--- src/design/saa_pkg.sv ---
package saa_pkg;

   localparam int MAX_SIZE  = 256;
   localparam int MAX_LINES = 16;
   localparam int DIM_MAX   = 4096;

   // Heights up to MAX_SIZE fall into classes 2^0 .. 2^8.
   localparam int CLASS_COUNT = $clog2(MAX_SIZE) + 1;
   localparam int CLASS_W     = $clog2(CLASS_COUNT);
   localparam int LINE_W      = $clog2(MAX_LINES);
   localparam int COUNT_W     = $clog2(MAX_LINES + 1);
   localparam int SIZE_W      = $clog2(MAX_SIZE + 1);

   localparam int REQ_DIM_W = 12;
   localparam int DIM_W     = 13;
   localparam int TOP_W     = 14;
   localparam int STATUS_W  = 2;
   localparam int CSR_IDX_W = 2;

   localparam int TABLE_DEPTH = CLASS_COUNT * MAX_LINES;
   localparam int ADDR_W      = $clog2(TABLE_DEPTH);
   localparam int ENTRY_W     = 2 * DIM_W;

   typedef enum logic [1:0] {
      CMD_INSERT = 2'd0,
      CMD_REJECT = 2'd1,
      CMD_CLEAR  = 2'd2
   } cmd_op_type;

   typedef enum logic [STATUS_W-1:0] {
      ST_PLACED  = 2'd0,
      ST_INVALID = 2'd1,
      ST_NO_ROOM = 2'd2,
      ST_CLEARED = 2'd3
   } status_type;

   typedef enum logic [CSR_IDX_W-1:0] {
      CSR_IMAGE_WIDTH  = 2'd0,
      CSR_IMAGE_HEIGHT = 2'd1
   } csr_index_type;

   typedef enum logic [1:0] {
      BK_IDLE = 2'd0,
      BK_SCAN = 2'd1,
      BK_OPEN = 2'd2
   } back_state_type;

   typedef struct packed {
      cmd_op_type          op;
      logic [CLASS_W-1:0]  cls;
      logic [SIZE_W-1:0]   w;
      logic [SIZE_W-1:0]   h;
   } cmd_type;

endpackage

--- src/design/saa_front.sv ---
module saa_front (
   input  logic                              req_valid,
   output logic                              req_ready,
   input  logic                              req_type,
   input  logic [saa_pkg::REQ_DIM_W-1:0]     req_rect_width,
   input  logic [saa_pkg::REQ_DIM_W-1:0]     req_rect_height,
   input  logic                              queue_ready,
   output logic                              queue_push,
   output saa_pkg::cmd_type                  queue_cmd
);

   // Class of a height h in 1..MAX_SIZE: the bit length of h - 1.
   function automatic logic [saa_pkg::CLASS_W-1:0] class_of(
      input logic [saa_pkg::SIZE_W-1:0] h
   );
      logic [saa_pkg::SIZE_W-1:0] hm1;
      logic [saa_pkg::CLASS_W-1:0] k;
      hm1 = h - saa_pkg::SIZE_W'(1);
      k = '0;
      for (int b = 0; b < saa_pkg::SIZE_W; b++) begin
         if (hm1[b]) begin
            k = saa_pkg::CLASS_W'(b + 1);
         end
      end
      return k;
   endfunction

   logic oversize;

   always_comb begin
      oversize = (req_rect_width > saa_pkg::REQ_DIM_W'(saa_pkg::MAX_SIZE))
              || (req_rect_height > saa_pkg::REQ_DIM_W'(saa_pkg::MAX_SIZE));

      queue_cmd.w   = req_rect_width[saa_pkg::SIZE_W-1:0];
      queue_cmd.h   = req_rect_height[saa_pkg::SIZE_W-1:0];
      queue_cmd.cls = class_of(req_rect_height[saa_pkg::SIZE_W-1:0]);

      if (req_type) begin
         queue_cmd.op = saa_pkg::CMD_CLEAR;
      end else if (oversize || (req_rect_height == '0)) begin
         queue_cmd.op = saa_pkg::CMD_REJECT;
      end else begin
         queue_cmd.op = saa_pkg::CMD_INSERT;
      end
   end

   assign req_ready  = queue_ready;
   assign queue_push = req_valid && queue_ready;

endmodule

--- config.mk ---
export PLATFORM = sky130hd
export DESIGN_NAME = saa_front
export DESIGN_NICKNAME = d
export VERILOG_FILES = /design/src/design/saa_pkg.sv /design/src/design/saa_front.sv
export SDC_FILE = /design/constraint.sdc
export NUM_CORES = 1
export LEC_CHECK = 0
export BUFFER_PORTS_ARGS = -buffer_cell sky130_fd_sc_hd__buf_2
export CAP_MARGIN = 20
export CORE_AREA = 8 8 55 57
export DETAILED_ROUTE_END_ITERATION = 10
export DIE_AREA = 0 0 63 65
export PLACE_DENSITY = 0.6
export SLEW_MARGIN = 20
export SYNTH_ARGS = -nofsm -noshare
export SYNTH_HDL_FRONTEND = slang
export SYNTH_SLANG_ARGS = --single-unit
--- constraint.sdc ---
create_clock -name vclk -period 1.85
set_clock_uncertainty 0.15 [all_clocks]
set_input_delay 0.0925 -clock vclk [all_inputs]
set_output_delay 0.0925 -clock vclk [all_outputs]
set_load 0.005 [all_outputs]
# Word-level counts from Yosys, hierarchy flattened
# Index checks and enable logic that the tools add are counted.
# totals
regBits,0
in_bits,27
output_inout_bits,26
elab_cells,18
# op_classes
n_addsub,1
order_cmp,2
muxes,11
reduce_logical,4
# op_table
operator,count
$mux 4,8
$gt 12x9->1 const B,2
$logic_not 12->1,1
$sub 9x1->9 const B,1
$logic_or 1x1->1,2
$mux 1,2
$mux 2,1
$logic_and 1x1->1,1

# Longest topological paths before layout
# logic_depth
word_depth,10
mapped_depth,8
mapped_depth_nobuf,6

# Worst setup path before layout
# No wires, ideal clock.
# synth_path
kind,input-to-output
startpoint,in req_rect_height[0] (netlist bit)
endpoint,out queue_cmd[19] (netlist bit)
arrival_time_ns,1.407
path_slack_ns,0.201
cell_stages,7
path_buffers,1
cell_sequence,buf_2 -> inv_1 -> ha_1 -> or2_1 -> a211o_1 -> a32o_1 -> a21oi_1
# synth_lines
item,line_no,text
start: declaration,saa_front.sv:6,"input logic [saa_pkg::REQ_DIM_W-1:0] req_rect_height,"
end: declaration,saa_front.sv:9,output saa_pkg::cmd_type queue_cmd

==> flow_summary_export.csv <==
group,metric,value,unit
grt,antenna_found_initial,0,
drt,drtIter0Drc,15,
critical_path,cp_max_fo,4,
synth,synth_cell_types,39,
timing,slew_headroom,68.9,%
grt,grt_usage,8.70,%
drt,finalWirelength,1950,um
die,start_util,28.9,%
timing,period_share,95.3,%
grt,grt_max_degree,12,
die,die-area,4100,um2
outcome,status,"finished clean",
critical_path,cp.arrival,1.52,ns
die,fp-row-count,17,
clock_tree,cts_setup_buffers,0,
critical_path,start_kind,"primary input",
synth,synth_nets,117,
synth,yosysMostFrequentCell,"buf_4",
timing,max_freq,567,MHz
clock_tree,hold_buffers,0,
die,die-height,65,um
grt,overflow,0,
critical_path,cp-end-kind,"output pin",
synth,seq_area_frac_synth,0,%
layout,drive_gt1_share,53.4,%
grt,grt_pass1_wl,3190,um
pwr,p_leak,0.359,nW
synth,synth.cell_area,622,um2
placement,gp_congestion,0.840,
drt,drtAntennaViolNets,0,
timing,setup_tns,0,ns
drt,wl_per_cell,13.4,um
placement,place_area,748,um2
layout,fin_nets,149,
pwr,totalPowerFinal,0.152,mW
timing,period_needed,1.76,ns
synth,yosys-top-cells-count,"buf_4 (20), a21oi_1 (7), nor2_1 (6)",
timing,timing_max_transition_violations_final,0,
drt,via_count,729,
synth,synthTopCellsByArea,"buf_4 (24%), a21oi_1 (5.6%), buf_6 (5.4%), nor4b_1 (4.2%), ha_1 (4.0%)",
timing,rsz0062_at_grt,"false",
synth,postSynthCellCount,88,
drt,dr.pass1.iters,6,
drt,drc,0,
timing,whs,0.215,ns
drt,viasPerCell,4.99,
synth,syn_avg_cell_area,7.07,um2
timing,worstMarginPinSlew,0.462,ns
timing,hold_violations,0,
job,maxCapViolCount,0,
layout,n_fill_cell,254,
critical_path,required,1.61,ns
die,core-area,2150,um2
die,ioPinCount,53,
die,chipWidth,63,um
hold_path,min_path_type,"primary input to output pin",
grt,grt_pass1_vias,737,
layout,design.seq.count,0,
pwr,ir_drop,0.101,mV
placement,portBuffers,53,
timing,setup_viol,0,
placement,hpwl,1700,um
critical_path,critPathKind,"primary input to output pin",
layout,fin_util,35.1,%
synth,synth.top_cell.area_share,24.1,%
layout,diodes,0,
layout,fin_area,754,um2
layout,area_growth,21.3,%
synth,yosysWarnings,0,
synth,synth_top_area_cell,"buf_4",
layout,clock_buffers,0,
pwr,p_per_area,202,nW/um2
layout,seqCellArea,0,um2
==> cell usage in the layout, fill, tap and decap left out, types with 3 or more instances in the layout <==
cell and instances:
buf_2 53, a21oi_1 7, nor2_1 6, nor3_1 3, buf_4 3, nand2_1 3
inv_1 4
==> metrics by stage <==
step                worst slack (ns)  cells
floorplan                      0.201     88
global placement               0.112    146
detailed placement            0.0802    146
CTS                           0.0691    146
global route                 0.00419    146
finish                        0.0873    146
==> logic make-up after synthesis <==
family	synth area share [%]
muxes	1.61
AOI/OAI and AO/OA	24.5
buffers and inverters	34.0
xor gates and xnor gates	2.82
adders and majority gates	4.02
and+or+nand+nor	33.0
==> power by group <==
part | switching (mW) | total (mW) | leakage [nW] | internal, mW
Combinational | 0.0787 | 0.152 | 0.359 | 0.0735
Sequential | 0 | 0 | 0 | 0
Clock | 0 | 0 | 0 | 0
==> critical path: stages <==
cell and delay (ns):
buf_2 0.09, inv_1 0.05, ha_1 0.25, xnor2_1 0.18, a2111oi_2 0.40, nor4b_2 0.10
o41ai_2 0.20, buf_2 0.16
==> per-layer routing <==
layer	track usage [%]	wire length (um)	vias up
met5	0	0	-
met4	0	0	0
met3	4.81	269	0
met2	15.6	840	44
met1	9.29	845	323
li1	-	-	362
==> final cells by class <==
cell class / count / area [um2] / area share [%]
multi-input combinational: 58 / 417 / 55.2
timing repair buffer: 56 / 288 / 38.1
tap: 28 / 35.0 / 4.64
inverter: 4 / 15.0 / 1.99
==> final timing paths <==
path | slack [ns] | depth (start not counted) | endpoint | from
setup / recovery | 0.09 | 8 | queue_cmd[18] | req_rect_height[0]
hold / removal | 0.21 | 2 | req_ready | queue_ready
==> timing repair <==
action | 4_1_cts | 5_1_grt
hold endpoints to repair | 0 | 0
setup endpoints to repair | 0 | 1
gates resized for setup | 0 | 1
(Power assumes the default switching activity.)
