--- src/design/saa_pkg.sv ---
package saa_pkg;

   localparam int MAX_SIZE  = 256;
   localparam int MAX_LINES = 16;
   localparam int DIM_MAX   = 4096;

   // Heights up to MAX_SIZE fall into classes 2^0 .. 2^8.
   localparam int CLASS_COUNT = $clog2(MAX_SIZE) + 1;
   localparam int CLASS_W     = $clog2(CLASS_COUNT);
   localparam int LINE_W      = $clog2(MAX_LINES);
   localparam int COUNT_W     = $clog2(MAX_LINES + 1);
   localparam int SIZE_W      = $clog2(MAX_SIZE + 1);

   localparam int REQ_DIM_W = 12;
   localparam int DIM_W     = 13;
   localparam int TOP_W     = 14;
   localparam int STATUS_W  = 2;
   localparam int CSR_IDX_W = 2;

   localparam int TABLE_DEPTH = CLASS_COUNT * MAX_LINES;
   localparam int ADDR_W      = $clog2(TABLE_DEPTH);
   localparam int ENTRY_W     = 2 * DIM_W;

   typedef enum logic [1:0] {
      CMD_INSERT = 2'd0,
      CMD_REJECT = 2'd1,
      CMD_CLEAR  = 2'd2
   } cmd_op_type;

   typedef enum logic [STATUS_W-1:0] {
      ST_PLACED  = 2'd0,
      ST_INVALID = 2'd1,
      ST_NO_ROOM = 2'd2,
      ST_CLEARED = 2'd3
   } status_type;

   typedef enum logic [CSR_IDX_W-1:0] {
      CSR_IMAGE_WIDTH  = 2'd0,
      CSR_IMAGE_HEIGHT = 2'd1
   } csr_index_type;

   typedef enum logic [1:0] {
      BK_IDLE = 2'd0,
      BK_SCAN = 2'd1,
      BK_OPEN = 2'd2
   } back_state_type;

   typedef struct packed {
      cmd_op_type          op;
      logic [CLASS_W-1:0]  cls;
      logic [SIZE_W-1:0]   w;
      logic [SIZE_W-1:0]   h;
   } cmd_type;

endpackage

--- src/design/saa_queue.sv ---
module saa_queue (
   input  logic             clock,
   input  logic             reset,
   input  logic             push,
   input  saa_pkg::cmd_type push_cmd,
   output logic             not_full,
   input  logic             pop,
   output logic             not_empty,
   output saa_pkg::cmd_type head_cmd
);

   saa_pkg::cmd_type slot_ff [2];
   logic       wr_ptr_ff, wr_ptr_in;
   logic       rd_ptr_ff, rd_ptr_in;
   logic [1:0] count_ff, count_in;
   logic       do_push, do_pop;

   assign not_full  = (count_ff != 2'd2);
   assign not_empty = (count_ff != 2'd0);
   assign head_cmd  = slot_ff[rd_ptr_ff];
   assign do_push   = push && not_full;
   assign do_pop    = pop && not_empty;

   always_comb begin
      wr_ptr_in = wr_ptr_ff ^ do_push;
      rd_ptr_in = rd_ptr_ff ^ do_pop;
      count_in  = count_ff + 2'(do_push) - 2'(do_pop);
   end

   always_ff @(posedge clock) begin
      if (reset) begin
         wr_ptr_ff <= 1'b0;
         rd_ptr_ff <= 1'b0;
         count_ff  <= 2'd0;
      end else begin
         wr_ptr_ff <= wr_ptr_in;
         rd_ptr_ff <= rd_ptr_in;
         count_ff  <= count_in;
      end
      if (do_push) begin
         slot_ff[wr_ptr_ff] <= push_cmd;
      end
   end

endmodule

--- config.mk ---
export PLATFORM = sky130hd
export DESIGN_NAME = saa_queue
export DESIGN_NICKNAME = d
export VERILOG_FILES = /design/src/design/saa_pkg.sv /design/src/design/saa_queue.sv
export SDC_FILE = /design/constraint.sdc
export NUM_CORES = 1
export LEC_CHECK = 0
export BUFFER_PORTS_ARGS = -buffer_cell sky130_fd_sc_hd__clkbuf_2
export CELL_PAD_IN_SITES_DETAIL_PLACEMENT = 1
export CELL_PAD_IN_SITES_GLOBAL_PLACEMENT = 2
export CORE_AREA = 2 2 78 80
export CTS_CLUSTER_DIAMETER = 80
export DETAILED_ROUTE_END_ITERATION = 7
export DIE_AREA = 0 0 80 82
export GPL_ROUTABILITY_DRIVEN = 0
export PLACE_DENSITY = 0.77
export SETUP_SLACK_MARGIN = 0.02
export SLEW_MARGIN = 20
export SYNTH_ARGS = -nofsm -noshare
export SYNTH_HDL_FRONTEND = slang
export SYNTH_SLANG_ARGS = --single-unit
export TNS_END_PERCENT = 30
--- constraint.sdc ---
create_clock -name clock -period 2.6 [get_ports clock]
set_input_delay 0.39 -clock clock [delete_from_list [all_inputs] [get_ports clock]]
set_output_delay 0.39 -clock clock [all_outputs]
set_load 0.01 [all_outputs]
# Word-level counts from Yosys, hierarchy flattened
# Memories as Yosys holds them, arrays and structs flattened. A register that Yosys moved wholly into a read port is not among the register bits.
# Index checks and enable logic that the tools add are counted.
[totals]
ff_bits = 4
ramBits = 48
in_bits = 28
out_inout_bits = 26
word_cells = 15
mem_count = 1
[memory_table]
columns = ["memory", "words", "word_bits", "rd", "rd_ports_with_merged_regs", "wr", "line_no", "rtl"]
rows = [
  ["slot_ff", 2, 24, 1, 1, 1, "saa_queue.sv:12", "saa_pkg::cmd_type slot_ff [2];"],
]
[classes]
n_addsub = 2
n_eq_ne = 1
muxes = 3
n_bitwise = 2
reduce_logical = 3
[op_table]
columns = ["operator", "count"]
rows = [
  ["1-bit 2-to-1 mux", 3],
  ["2-bit by 1-bit adder with 2-bit output", 1],
  ["1-bit logical AND", 2],
  ["2-bit inequality test (second input constant)", 1],
  ["2-bit nonzero test", 1],
  ["2-bit by 1-bit subtractor with 2-bit output", 1],
  ["1-bit bitwise XOR", 2],
]

# Depth between registers and ports, before layout
# Gate-level depths: netlist of the first run.
[depth]
word_depth = 4
ltp_mapped = 6
ltp_nobuf = 6

# Worst setup path before layout of the first run
# OpenSTA, ideal clock, no wires.
[synth_path]
kind = "register to register"
startpoint = "reg count_ff[0]"
endpoint = "mem slot_ff[0][0] (netlist bit), enable pin"
setup_ns = 0.383
arrival_time_ns = 1.384
required_ns = 2.217
path_slack_ns = 0.833
path_stages_with_launch = 4
n_path_buf = 0
synth_period_minus_slack_ns = 1.767
cell_sequence = "dfxtp_1 nand2b_1 and2_1 ha_1"
[synth_between]
elab_chain_cells = 4
[synth_lines]
columns = ["element", "line_no", "rtl"]
rows = [
  ["start: declaration", "saa_queue.sv:15", "logic [1:0] count_ff, count_in;"],
  ["start signal: assignment", "saa_queue.sv:38", "count_ff <= count_in;"],
  ["2-bit inequality test", "saa_queue.sv:18", "assign not_full = (count_ff != 2'd2);"],
  ["named net not_full", "saa_queue.sv:6", "output logic not_full,"],
  ["1-bit logical AND", "saa_queue.sv:21", "assign do_push = push && not_full;"],
  ["1-bit 2-to-1 mux", "saa_queue.sv:40", "if (do_push) begin"],
  ["1-bit 2-to-1 mux (implied by the code)", "saa_queue.sv:41", "slot_ff[wr_ptr_ff] <= push_cmd;"],
  ["end: declaration", "saa_queue.sv:12", ""],
]
# The timed path passes the listed nets, and every way through them passes these cells.

==> results.tsv, run 1 <==
metric	value	unit
postcts setup bufs	0	
Sink Count	52	
setup slack, reg-to-reg	1.03	ns
syn_area_per_cell	19.2	um^2
r2r endpoint	count_ff[1]	
Slew headroom	80.8	%
mapped cell area	1960	um^2
CTS Root Cell	clkbuf_8	
Clock Path Buffers	2	
GRT Util Overall	11.6	%
met1 Resource Use GR	12.9	%
Post-Route Skew	0.00556	ns
Final ANT Viol Nets	0	
critical path capture point type	output pin	
TNS Setup	0	ns
post-CTS sizing	0	
startpoint types	flip-flop	
post-synthesis mux area share	14.4	%
tightest hold margin	0.280	ns
Worst VDD drop	0.311	mV
# H-tree levels	2	
area grow syn2layout	23.6	%
total number of yosys warnings	0	
CP max stage delay	0.42	ns
first-pass GRT wire length	5590	um
DR iter-0 viols	64	
Synth Area in Simple Gates	3.51	%
Final Hold Fails	0	
Die X	80	um
synthesized instance count	102	
Pleak	0.932	nW
cts bufs inserted	5	
Period minus WS final	1.95	ns
Hold Startpoint	push_cmd[7]	
max_cap viols	0	
I/O Buffers	53	
status	finished, final reports clean	
Die Ht	82	um
most used routing layer	met2	
largest net degree at the start of global routing	22	
most common cell after layout, fill and taps aside	clkbuf_2	
die area	6560	um^2
fillers	591	
nets	194	
Mapped Nets	132	
initial antenna violation count	0	
fin crit share	75.1	%
fmax	512	MHz
r2r startpoint	count_ff[1]	
Power Density	823	nW/um^2
Yosys top cell by area	edfxtp_1	
drt pass-1 iters	4	
row cnt	28	
layout cells sized above 1	54.9	%
Worst Max-Slew Pin Slew	0.288	ns
main combinational cell family by area after synthesis	multiplexers	
Crit Path Max Fanout	21	
via-per-instance ratio	4.51	
Routed WL per cell	14.3	um
Crit path arrival time	1.56	ns
Hold Crit Depth	1	
Seq/Total Area, Yosys	77.6	%
area share of fa/ha/maj cells after synthesis	1.28	%
overall routed net length	3410	um
most frequent cells in the layout	clkbuf_2, edfxtp_1, mux2_2	
Pins Over Slew Limit	0	
Register-to-Register Path Depth	6	
Buf/Inv on CP	2	
critical path type	flip-flop to output pin	
met3 usage in global routing	3.85	%
RSZ-0062 raised after global routing	false	
via count	1079	
area fraction of the dominant cell type after synthesis	73.5	%
Largest delay share family, worst path	buffers and inverters	
clock slew at reported path FFs	0.09	ns
compound-cell area share of the yosys netlist	1.85	%
Synth area leaders	edfxtp_1, mux2_2, dfxtp_1	
Worst Hold End	slot_ff[0][7]	
Critical Path, Cell by Cell	buf_4, mux2_2, clkbuf_2	
grt total ovfl	0	
hold_buf cts	0	
later-pin clock latency in the skew report	0.30	ns
WP data required	2.21	ns
Final setup violation count	0	
dpl hpwl	2510	um
crit path max-delay cell type	dfxtp_1	
Starting Density	34.1	%
met2 global-route usage	20.8	%
count of different cell masters after synthesis	20	
core box area	5750	um^2
I/O Pins	54	
Seq cells post-synth	52	
CTS tree	done	
HP Class	input pin to flip-flop	
ant diodes	0	
vias in the first global route	1192	
post-synthesis xor/xnor area fraction	0.447	%
DRC Markers	0	
## cells in the mapped netlist
library cell and number:
mux2_2 24, ha_1 2, nor2_1 5, nand3_1 1, and3_1 1, o21ai_0 2
and2b_1 1, inv_1 1, or2_2 1, a211oi_1 1, dfxtp_1 4, a21bo_1 1
nand2b_1 1, a32oi_1 1, edfxtp_1 48, and2_1 1, xor2_1 1, nor2b_1 2
buf_2 3, mux2_1 1
## area by class of cell
cell class / count / area, um^2 / area share, %
Clock inverter: 2 / 12.5 / 0.516
Tap cell: 75 / 93.8 / 3.87
Timing Repair Buffer: 58 / 303 / 12.5
Inverter: 1 / 3.75 / 0.155
Sequential cell: 52 / 1520 / 62.8
Clock buffer: 5 / 68.8 / 2.84
Multi-Input combinational cell: 46 / 420 / 17.3
## registers in the layout, indices dropped and copies added (netlist names)
name / count
rd_ptr_ff: 1
slot_ff: 48
count_ff: 2
wr_ptr_ff: 1
## worst register-to-register path, stage by stage (launching register included)
cell      delay (ns)
dfxtp_1         0.44
nor2b_1         0.09
a211oi_1        0.22
nor2_1          0.08
ha_1            0.19
and2b_1         0.15
mux2_1          0.29
## worst max-delay path by stage
stage | from | to | cells past startpoint
after floorplan | count_ff[0] | slot_ff[0][0] | 3
after global placement | push | count_ff[1] | 7
after detailed placement | push | count_ff[1] | 7
after CTS | rd_ptr_ff | head_cmd[11] | 3
after global routing | rd_ptr_ff | head_cmd[11] | 3
final | rd_ptr_ff | head_cmd[8] | 3
## metal layers
layer / up-vias / part of all wire [%] / wire, um
met1: 526 / 41 / 1410
li1: 512 / - / -
met4: 0 / 0.76 / 26
met5: - / 0 / 0
met2: 37 / 52 / 1770
met3: 4 / 6.0 / 203
## logic make-up (layout without fill, tap and decap cells)
| family | Yosys count | in the layout |
|---|---|---|
| AOI/OAI and AO/OA | 5 | 5 |
| xor gates and xnor gates | 1 | 1 |
| adders and majority gates | 2 | 2 |
| buffers and inverters | 4 | 66 |
| DFF | 52 | 52 |
| muxes | 25 | 25 |
| and+or+nand+nor | 13 | 13 |
## through the flow
step	instances	total power, mW	cell area [um^2]	setup slack (ns)	util [%]
after floorplan	102	1.40	1960	0.833	-
after global routing	239	2.13	2420	0.510	42.2
after CTS	239	2.04	2420	0.593	42.2
after detailed placement	232	1.61	2340	0.861	40.8
after global placement	232	1.58	2340	0.951	40.8
final	239	2.00	2420	0.648	42.2
## where the power goes
part           total (mW)  switching [mW]  internal [mW]  leakage (nW)
Combinational       0.498           0.254          0.244         0.410
Clock               0.421           0.239          0.182        0.0400
Sequential           1.08          0.0425           1.03         0.482
Power figures use the tool's default switching activity.
==> run 2, diff against run 1 <==
--- a/config.mk
+++ b/config.mk
@@ -8,12 +8,12 @@
 export BUFFER_PORTS_ARGS = -buffer_cell sky130_fd_sc_hd__clkbuf_2
 export CELL_PAD_IN_SITES_DETAIL_PLACEMENT = 1
 export CELL_PAD_IN_SITES_GLOBAL_PLACEMENT = 2
-export CORE_AREA = 2 2 78 80
+export CORE_AREA = 2 2 81 83
 export CTS_CLUSTER_DIAMETER = 80
 export DETAILED_ROUTE_END_ITERATION = 7
-export DIE_AREA = 0 0 80 82
+export DIE_AREA = 0 0 83 85
 export GPL_ROUTABILITY_DRIVEN = 0
-export PLACE_DENSITY = 0.77
+export PLACE_DENSITY = 0.75
 export SETUP_SLACK_MARGIN = 0.02
 export SLEW_MARGIN = 20
 export SYNTH_ARGS = -nofsm -noshare
==> constraint.sdc (replaced) <==
create_clock -name clock -period 1.6 [get_ports clock]
set_input_delay 0.24 -clock clock [delete_from_list [all_inputs] [get_ports clock]]
set_output_delay 0.24 -clock clock [all_outputs]
set_load 0.01 [all_outputs]
==> run 2 against run 1 <==
Combinational power grew 94%. Routed wire length grew 7.2%. Via count grew 2.5%. Highest routed layer unchanged.
==> results.tsv, run 2 (synthesis results as in run 1) <==
metric	value	unit
RSZ-0062 raised after global routing	true	
Die X	83	um
layout cells sized above 1	57.2	%
max_cap viols	0	
largest net degree at the start of global routing	25	
critical path capture point type	output pin	
most common cell after layout, fill and taps aside	edfxtp_1	
Pins Over Slew Limit	0	
cts bufs inserted	5	
die area	7060	um^2
vias in the first global route	1219	
later-pin clock latency in the skew report	0.30	ns
Final setup violation count	0	
GRT Util Overall	10.9	%
Worst Max-Slew Pin Slew	0.246	ns
via-per-instance ratio	4.55	
ant diodes	0	
Post-Route Skew	0.00679	ns
Largest register FFs	48	
dpl ws	-0.0366	ns
Sink Count	52	
row cnt	29	
Power Density	1400	nW/um^2
Regs by FF count	slot_ff x48, count_ff x2	
Pleak	0.994	nW
fmax	647	MHz
core box area	6200	um^2
nets	195	
clock slew at reported path FFs	0.09	ns
fin crit share	96.5	%
DRC Markers	0	
I/O Buffers	53	
# H-tree levels	2	
Final Hold Fails	0	
initial antenna violation count	0	
Period minus WS final	1.54	ns
CTS Root Cell	clkbuf_8	
CTS tree	done	
most frequent cells in the layout	edfxtp_1, clkbuf_2, mux2_2	
DR iter-0 viols	47	
overall routed net length	3660	um
Die Ht	85	um
Reg with most FFs	slot_ff	
Routed WL per cell	15.0	um
area grow syn2layout	31.0	%
HP Class	input pin to flip-flop	
Slew headroom	83.6	%
Pwr Total	3.60	mW
Worst Setup Slack, final	0.0555	ns
Final ANT Viol Nets	0	
status	finished, final reports clean	
via count	1106	
Crit Path Max Fanout	8	
drt pass-1 iters	3	
startpoint types	flip-flop	
Starting Density	31.6	%
first-pass GRT wire length	5890	um
WP data required	1.36	ns
dpl hpwl	2660	um
grt total ovfl	0	
Crit path arrival time	1.30	ns
critical path type	flip-flop to output pin	
Worst VDD drop	0.474	mV
I/O Pins	54	
Clock Path Buffers	2	
[run 2: power by group]
group | total [mW] | internal [mW] | switching (mW)
Combinational | 0.968 | 0.525 | 0.444
Clock | 0.863 | 0.463 | 0.400
Sequential | 1.77 | 1.69 | 0.0800
[run 2: worst paths after layout]
path | start | end | slack, ns | depth (start not counted)
max | rd_ptr_ff | head_cmd[23] | 0.06 | 3
min | push_cmd[11] | slot_ff[0][11] | 0.13 | 1
max reg2reg | count_ff[1] | count_ff[1] | 0.09 | 6
min reg2reg | wr_ptr_ff | wr_ptr_ff | 0.60 | 3
[run 2: timing repair]
item,CTS,global route
hold buffers,0,0
buffers inserted,0,1
resized for setup,5,17
cloned,0,1
setup endpoints to repair,18,24
[run 2: cell type report]
type / count / area [um^2]
fill: 639 / 3640
sequential: 52 / 1530
multi-input combinational: 46 / 450
timing repair buffer: 59 / 379
tap: 77 / 96.3
clock buffer: 5 / 68.8
clock inverter: 3 / 42.5
inverter: 1 / 3.75
[run 2: through the flow]
stage / std cells / hold slack (ns) / instance area [um^2] / setup TNS (ns) / util, %
3_3_place_gp: 233 / 0.431 / 2360 / 0 / 38.1
2_1_floorplan: 102 / 0.307 / 1960 / -1.47 / -
4_1_cts: 241 / 0.115 / 2490 / 0 / 40.1
3_5_place_dp: 233 / 0.433 / 2360 / -0.0366 / 38.1
6_report: 243 / 0.128 / 2570 / 0 / 41.4
5_1_grt: 243 / 0.105 / 2570 / 0 / 41.4
[run 2: critical path: stages, from the launching register on]
cell	delay [ns]
dfxtp_4	0.40
clkbuf_16	0.16
mux2_2	0.34
buf_6	0.12
[run 2: routing by layer]
| layer | vias to the layer above | global-route usage (%) | wire (um) | part of all wire (%) |
|---|---|---|---|---|
| li1 | 516 | - | - | - |
| met1 | 548 | 11.5 | 1420 | 39 |
| met2 | 37 | 20.4 | 1990 | 54 |
| met3 | 5 | 3.79 | 207 | 5.7 |
| met4 | 0 | 3.13 | 40 | 1.1 |
| met5 | - | 0 | 0 | 0 |
